$ cat src/rtl/ll1p_pkg.sv
// Shared types, constants and codes of the LL(1) token parser.
package ll1p_pkg;

   localparam int NumProductions = 64;
   localparam int MaxProdLen     = 16;
   localparam int TableSlots     = 64;
   localparam int StackDepth     = 16;
   localparam int MaxExpansions  = 16;
   localparam int SymbolBits     = 12;

   localparam int NONTERMINAL_BASE = 2000;
   localparam int BRACKET_LO       = 1006;
   localparam int BRACKET_HI       = 1009;

   localparam logic [1:0] REQ_WRITE_SYMBOL = 2'd0;
   localparam logic [1:0] REQ_WRITE_SLOT   = 2'd1;
   localparam logic [1:0] REQ_TOKEN        = 2'd2;
   localparam logic [1:0] REQ_RESTART      = 2'd3;

   localparam logic [2:0] ST_MATCHED  = 3'd0;
   localparam logic [2:0] ST_COMPLETE = 3'd1;
   localparam logic [2:0] ST_MISMATCH = 3'd2;
   localparam logic [2:0] ST_OVERFLOW = 3'd3;
   localparam logic [2:0] ST_DONE     = 3'd4;

   localparam logic CSR_PRODUCTION_COUNT = 1'b0;
   localparam logic CSR_EMPTY_SYMBOL     = 1'b1;

   typedef enum logic [3:0] {
      S_IDLE,
      S_FETCH,
      S_DECIDE,
      S_SEARCH,
      S_EXPAND,
      S_EMIT
   } state_type;

   // Datapath commands from the controller.
   typedef struct packed {
      logic load_item;
      logic write_store;
      logic restart;
      logic fetch;
      logic pop;
      logic advance;
      logic search_start;
      logic search_step;
      logic push;
      logic emit_expand;
      logic emit_status;
      logic set_repaired;
      logic [2:0] status;
      logic [1:0] finish;
   } cmd_type;

   // Status of the datapath to the controller.
   typedef struct packed {
      logic [1:0] req_type;
      logic       stopped;
      logic       top_over;
      logic       have_sym;
      logic       level_one;
      logic       sym_eq;
      logic       sym_nt;
      logic       sym_bracket;
      logic       search_done;
      logic       search_hit;
      logic       exp_limit;
      logic       stack_full;
      logic       out_busy;
   } stat_type;

endpackage

$ cat src/rtl/ll1p_control.sv
// Parser controller: sequences fetch, pop, expand, match and result steps.
module ll1p_control (
   input  logic               clock,
   input  logic               reset,
   input  logic               req_valid,
   output logic               req_ready,
   input  ll1p_pkg::stat_type stat,
   output ll1p_pkg::cmd_type  cmd
);
   ll1p_pkg::state_type state_ff, state_in;
   logic [2:0] status_ff, status_in;

   always_ff @(posedge clock) begin
      if (reset) begin
         state_ff <= ll1p_pkg::S_IDLE;
         status_ff <= ll1p_pkg::ST_MATCHED;
      end else begin
         state_ff <= state_in;
         status_ff <= status_in;
      end
   end

   always_comb begin
      state_in = state_ff;
      status_in = status_ff;
      case (state_ff)
         ll1p_pkg::S_IDLE: if (req_valid) state_in = ll1p_pkg::S_FETCH;
         ll1p_pkg::S_FETCH: begin
            if (stat.req_type != ll1p_pkg::REQ_TOKEN) state_in = ll1p_pkg::S_IDLE;
            else if (stat.stopped) begin
               status_in = ll1p_pkg::ST_DONE;
               state_in = ll1p_pkg::S_EMIT;
            end else if (stat.top_over) begin
               status_in = ll1p_pkg::ST_OVERFLOW;
               state_in = ll1p_pkg::S_EMIT;
            end else state_in = ll1p_pkg::S_DECIDE;
         end
         ll1p_pkg::S_DECIDE: begin
            if (!stat.have_sym) begin
               if (stat.level_one) begin
                  status_in = ll1p_pkg::ST_COMPLETE;
                  state_in = ll1p_pkg::S_EMIT;
               end else state_in = ll1p_pkg::S_FETCH;
            end else if (stat.sym_eq) begin
               status_in = ll1p_pkg::ST_MATCHED;
               state_in = ll1p_pkg::S_EMIT;
            end else if (stat.sym_nt) state_in = ll1p_pkg::S_SEARCH;
            else if (stat.sym_bracket) state_in = ll1p_pkg::S_FETCH;
            else begin
               status_in = ll1p_pkg::ST_MISMATCH;
               state_in = ll1p_pkg::S_EMIT;
            end
         end
         ll1p_pkg::S_SEARCH: begin
            if (stat.search_done) begin
               if (!stat.search_hit) begin
                  status_in = ll1p_pkg::ST_MISMATCH;
                  state_in = ll1p_pkg::S_EMIT;
               end else if (stat.exp_limit || stat.stack_full) begin
                  status_in = ll1p_pkg::ST_OVERFLOW;
                  state_in = ll1p_pkg::S_EMIT;
               end else state_in = ll1p_pkg::S_EXPAND;
            end
         end
         ll1p_pkg::S_EXPAND: if (!stat.out_busy) state_in = ll1p_pkg::S_FETCH;
         ll1p_pkg::S_EMIT: if (!stat.out_busy) state_in = ll1p_pkg::S_IDLE;
         default: state_in = ll1p_pkg::S_IDLE;
      endcase
   end

   always_comb begin
      cmd = '0;
      req_ready = 1'b0;
      cmd.status = status_ff;
      case (state_ff)
         ll1p_pkg::S_IDLE: begin
            req_ready = 1'b1;
            cmd.load_item = req_valid;
         end
         ll1p_pkg::S_FETCH: begin
            cmd.write_store = 1'b1;
            cmd.restart = stat.req_type == ll1p_pkg::REQ_RESTART;
            cmd.fetch = stat.req_type == ll1p_pkg::REQ_TOKEN;
         end
         ll1p_pkg::S_DECIDE: begin
            if (!stat.have_sym) begin
               cmd.pop = 1'b1;
               if (stat.level_one) cmd.finish = 2'd1;
            end else if (stat.sym_eq) cmd.advance = 1'b1;
            else if (stat.sym_nt) cmd.search_start = 1'b1;
            else if (stat.sym_bracket) begin
               cmd.advance = 1'b1;
               cmd.set_repaired = 1'b1;
            end
         end
         ll1p_pkg::S_SEARCH: begin
            cmd.search_step = !stat.search_done;
            if (stat.search_done && stat.search_hit && (stat.exp_limit || stat.stack_full))
               cmd.finish = 2'd2;
         end
         ll1p_pkg::S_EXPAND: if (!stat.out_busy) begin
            cmd.push = 1'b1;
            cmd.emit_expand = 1'b1;
         end
         ll1p_pkg::S_EMIT: begin
            cmd.emit_status = !stat.out_busy;
            if (status_ff == ll1p_pkg::ST_OVERFLOW && !stat.out_busy) cmd.finish = 2'd2;
         end
         default: ;
      endcase
   end
endmodule

$ cat config.mk
export PLATFORM = sky130hd
export DESIGN_NAME = ll1p_control
export DESIGN_NICKNAME = d
export VERILOG_FILES = /design/src/rtl/ll1p_pkg.sv /design/src/rtl/ll1p_control.sv
export SDC_FILE = /design/constraint.sdc
export NUM_CORES = 1
export LEC_CHECK = 0
export ABC_AREA = 1
export BUFFER_PORTS_ARGS = -buffer_cell sky130_fd_sc_hd__buf_2
export CAP_MARGIN = 15
export CORE_MARGIN = 4
export CORE_UTILIZATION = 44
export CTS_BUF_LIST = sky130_fd_sc_hd__clkbuf_8
export DETAILED_ROUTE_END_ITERATION = 10
export PLACE_DENSITY = 0.83
export RECOVER_POWER = 100
export SLEW_MARGIN = 0
export SYNTH_ARGS = -nofsm -noshare
export SYNTH_HDL_FRONTEND = slang
export SYNTH_SLANG_ARGS = --single-unit
$ cat constraint.sdc
create_clock -name clock -period 1.6 [get_ports clock]
set_input_delay 0.08 -clock clock [delete_from_list [all_inputs] [get_ports clock]]
set_output_delay 0.08 -clock clock [all_outputs]
set_load 0.01 [all_outputs]
Word level (Yosys, flattened, before mapping)
Index checks and enable logic that the tools add are counted.
{ "totals": {"register_bits": 7, "elab_cells": 81, "out_inout_bits": 18, "input_bits": 17} }
{ "classes": {"eq_ne": 19, "reduce_logical": 10, "muxes": 50} }
{ "op_table": {"columns": ["op", "count"], "rows": [
  ["$mux 3", 20],
  ["$pmux 4 s6", 1],
  ["$mux 4", 5],
  ["$mux 1", 17],
  ["$ne 2x2->1 const B", 6],
  ["$mux 2", 5],
  ["$ne 3x3->1 const B", 3],
  ["$pmux 3 s3", 1],
  ["$eq 4x2->1 const B", 2],
  ["$eq 4x3->1 const B", 2],
  ["$ne 4x4->1 const B", 2],
  ["$reduce_and 8->1", 1],
  ["$pmux 2 s3", 1],
  ["$eq 2x2->1 const B", 2],
  ["$eq 4x1->1 const B", 1],
  ["$logic_not 4->1", 1],
  ["$reduce_and 4->1", 1],
  ["$eq 3x2->1 const B", 1],
  ["$logic_and 1x1->1", 3],
  ["$reduce_bool 3->1", 1],
  ["$logic_not 1->1", 2],
  ["$logic_or 1x1->1", 1]
]} }

Logic depth before layout (Yosys ltp)
{ "depth": {"word_depth": 5, "depth_mapped": 10, "ltp_nobuf": 10} }

Least setup slack after synthesis
Ideal clock, no wire load.
{ "synth_timing": {"path_type": "reg2out", "start": "register state_ff[0]", "end": "output port cmd[1] in the netlist's numbering", "slack_ns": 0.318, "t_required_ns": 1.520, "path_stages_with_launch": 7, "arrival_time_ns": 1.202, "n_path_buf": 0, "path_cell_list": "dfxtp_1 inv_2 nor2_4 inv_2 nor3_1 nand4_1 o21ai_0"} }
{ "synth_rtl": {"columns": ["element", "line_no", "rtl"], "rows": [
  ["start, declared", "ll1p_control.sv:10", "ll1p_pkg::state_type state_ff, state_in;"],
  ["start signal, assigned", "ll1p_control.sv:15", "state_ff <= ll1p_pkg::S_IDLE;"],
  ["start signal, assigned", "ll1p_control.sv:18", "state_ff <= state_in;"],
  ["end, declared", "ll1p_control.sv:8", "output ll1p_pkg::cmd_type cmd"]
]} }

==> flow_summary.toml <==
[global_routing]
top_usage_layer = "met2"
grt_pass1_wl_mm = 2.82
grtUsageMet3 = 0.0203
antenna_found_initial = 0
met1_usage = 0.221
track_usage = 0.187
grt_start_max_net_pins = 8
grt_use_met2 = 0.328
grt_pass1_vias = 711
overflow = 0

[worst_setup_path]
path_class = "register to output pin"
setup.worst_path.start = "state_ff[2]"
r2r-start = "state_ff[2]"
setup.worst_path.end_class = "output pin"
r2r_slack_ns = 0.20
ff2ff_path_depth = 10
worst-path-max-fanout = 7
arrival_ns = 1.41
required_ns = 1.52
startpoint_type = "register"

[clock_tree]
clockRootBuffer = "clkbuf_8"
ctsHoldBuffers = 0
cts_buffers = 3
clkTransAtPathRegs_ns = 0.04
post_cts_buffers = 0
cts_buffer_depth = 2
cts_tree = "yes"
cts_sinks = 6
cts_max_level = 1
insertion_delay_ns = 0.22
cts_resized = 0

[yosys]
synthTopCellsByArea = "dfxtp_1, nand2_1, nor2_1, nand3_1, inv_1"
synth_top_family_by_area = "simple AND/OR/NAND/NOR gates"
synth_xor_area_frac = 0
yosys.area.top_type = "dfxtp_1"
synth_warnings = 0
synth_compound_area_frac = 0.0989
synth-simple-area-share = 0.553
syn-instance-count = 108
synth-seq-cells = 6
yosysSeqAreaShare = 0.206
muxShareOfSynthArea = 0
syn_area_um2 = 582
syn_nets = 125
synth_cell_types = 16
synth_fa_ha_area_frac = 0
netlist.area_leader.share = 0.206
post_synth.cell_area_avg_um2 = 5.39

[floorplanning]
fp-row-count = 12
ioPinCount = 35
initial_core_util = 0.497
die_h_um = 44.4
dieArea_mm2 = 0.00197
coreArea_mm2 = 0.00117
dieWidth_um = 44.4

[route]
drtAntennaViolNets = 0
firstDrtPassIters = 4
wl_mm = 1.68
initialDrtViolationCount = 29
route.detailed.drc = 0
via_per_inst = 4.92
vias = 778
routedWlPerCell_um = 10.6

[layout]
final_common_cell = "nand2_1"
diodes = 0
layout.nets = 163
syn_to_final_growth_pct = 33.1
fill_cells = 141
final_cell_mix = "nand2_1, nor2_1, buf_2"
fin_area_um2 = 774
layout-drive-gt1-share = 0.222

[job]
cap_violations = 0

[sta]
setup_violations = 0
setup_tns_ns = 0
maxSlewViolCount = 0
finClkSkew_ns = 0.000123
fin_crit_ns = 1.49
fin_crit_sh = 0.929
worst_slew_pin_slew_ns = 0.248
fmaxAchievable_mhz = 673
fin_ws_ns = 0.113
hold_viol = 0
rsz0062_at_grt = "no"
relSlewSlack = 0.834

[run_status]
status = "complete, no violations"

[pwr]
power_leakage_nw = 0.439
power_switching_uw = 181
intPower_uw = 387
seqPwrFrac = 0.314
ir_drop_v = 0.000752
switching_share = 0.318
comb_power_share = 0.290
p_per_area_mw_per_mm2 = 733
p_clk_frac = 0.396

[hold_path]
hold_depth = 2
hold_class = "input pin to register"
worstHoldStart = "reset"

[place]
place_congestion = 0.900
dpl_cell_area_um2 = 762
dp_slack_ns = 0.262
dp_hpwl_mm = 1.45
portBuffers = 34
-- path summary, 6_finish.rpt --
kind                       end
setup / recovery        cmd[1]
hold / removal     state_ff[0]
setup reg to reg  status_ff[2]
hold reg to reg    state_ff[0]
-- worst max-delay path: stages (launching register included) --
cell	delay, ns
dfxtp_1	0.44
inv_2	0.11
nor3_1	0.27
nand4_1	0.11
o21ai_0	0.09
clkbuf_2	0.15
-- sequential cells by signal, indices dropped and copies added (netlist names) --
signal	count
status_ff	3
state_ff	3
-- per-layer routing --
layer  routed length, µm  up-vias  part of all wire
met4                  21        0             0.012
met3                 147        2             0.087
met1                 671      336              0.40
met2                 840       32              0.50
met5                   0        -                 0
li1                    -      408                 -
-- layout make-up --
class | count | area, µm² | share of cell area
inverters | 20 | 75.1 | 0.0969
flip-flops and latches | 6 | 121 | 0.157
multi-input cells | 81 | 364 | 0.470
clock buffers | 3 | 41.3 | 0.0533
repair buffers | 34 | 155 | 0.200
well taps | 14 | 17.5 | 0.0226
-- cell families after synthesis --
kind of cell,after synthesis
flops,6
compound gates,11
simple gates,70
buf+inv,21
-- cells in the mapped netlist --
master / instances
inv_1: 16
a211oi_1: 1
nor2_2: 5
inv_2: 4
nand3_1: 12
nor3_1: 4
nor3b_1: 1
nand2_2: 2
buf_4: 1
nor2_1: 19
nand2_1: 24
a21oi_1: 4
nand4_1: 1
nor2_4: 2
dfxtp_1: 6
o21ai_0: 6
-- through the flow --
stage | utilization | cells | hold slack, ns | total power, mW
2_1_floorplan | - | 108 | 0.149 | 0.288
3_3_place_gp | 0.651 | 155 | 0.271 | 0.349
3_5_place_dp | 0.651 | 155 | 0.272 | 0.354
4_1_cts | 0.686 | 158 | 0.0392 | 0.585
5_1_grt | 0.661 | 158 | 0.0458 | 0.613
6_report | 0.661 | 158 | 0.0379 | 0.568
-- power by group through the flow --
stage / clock (mW) / sequential, mW / combinational, mW
after floorplan: 0 / 0.184 / 0.105
after global placement: 0 / 0.180 / 0.169
after detailed placement: 0 / 0.180 / 0.174
after CTS: 0.232 / 0.177 / 0.175
after global routing: 0.245 / 0.181 / 0.187
final: 0.225 / 0.178 / 0.164
No activity file was read; power rests on OpenSTA's default activity.
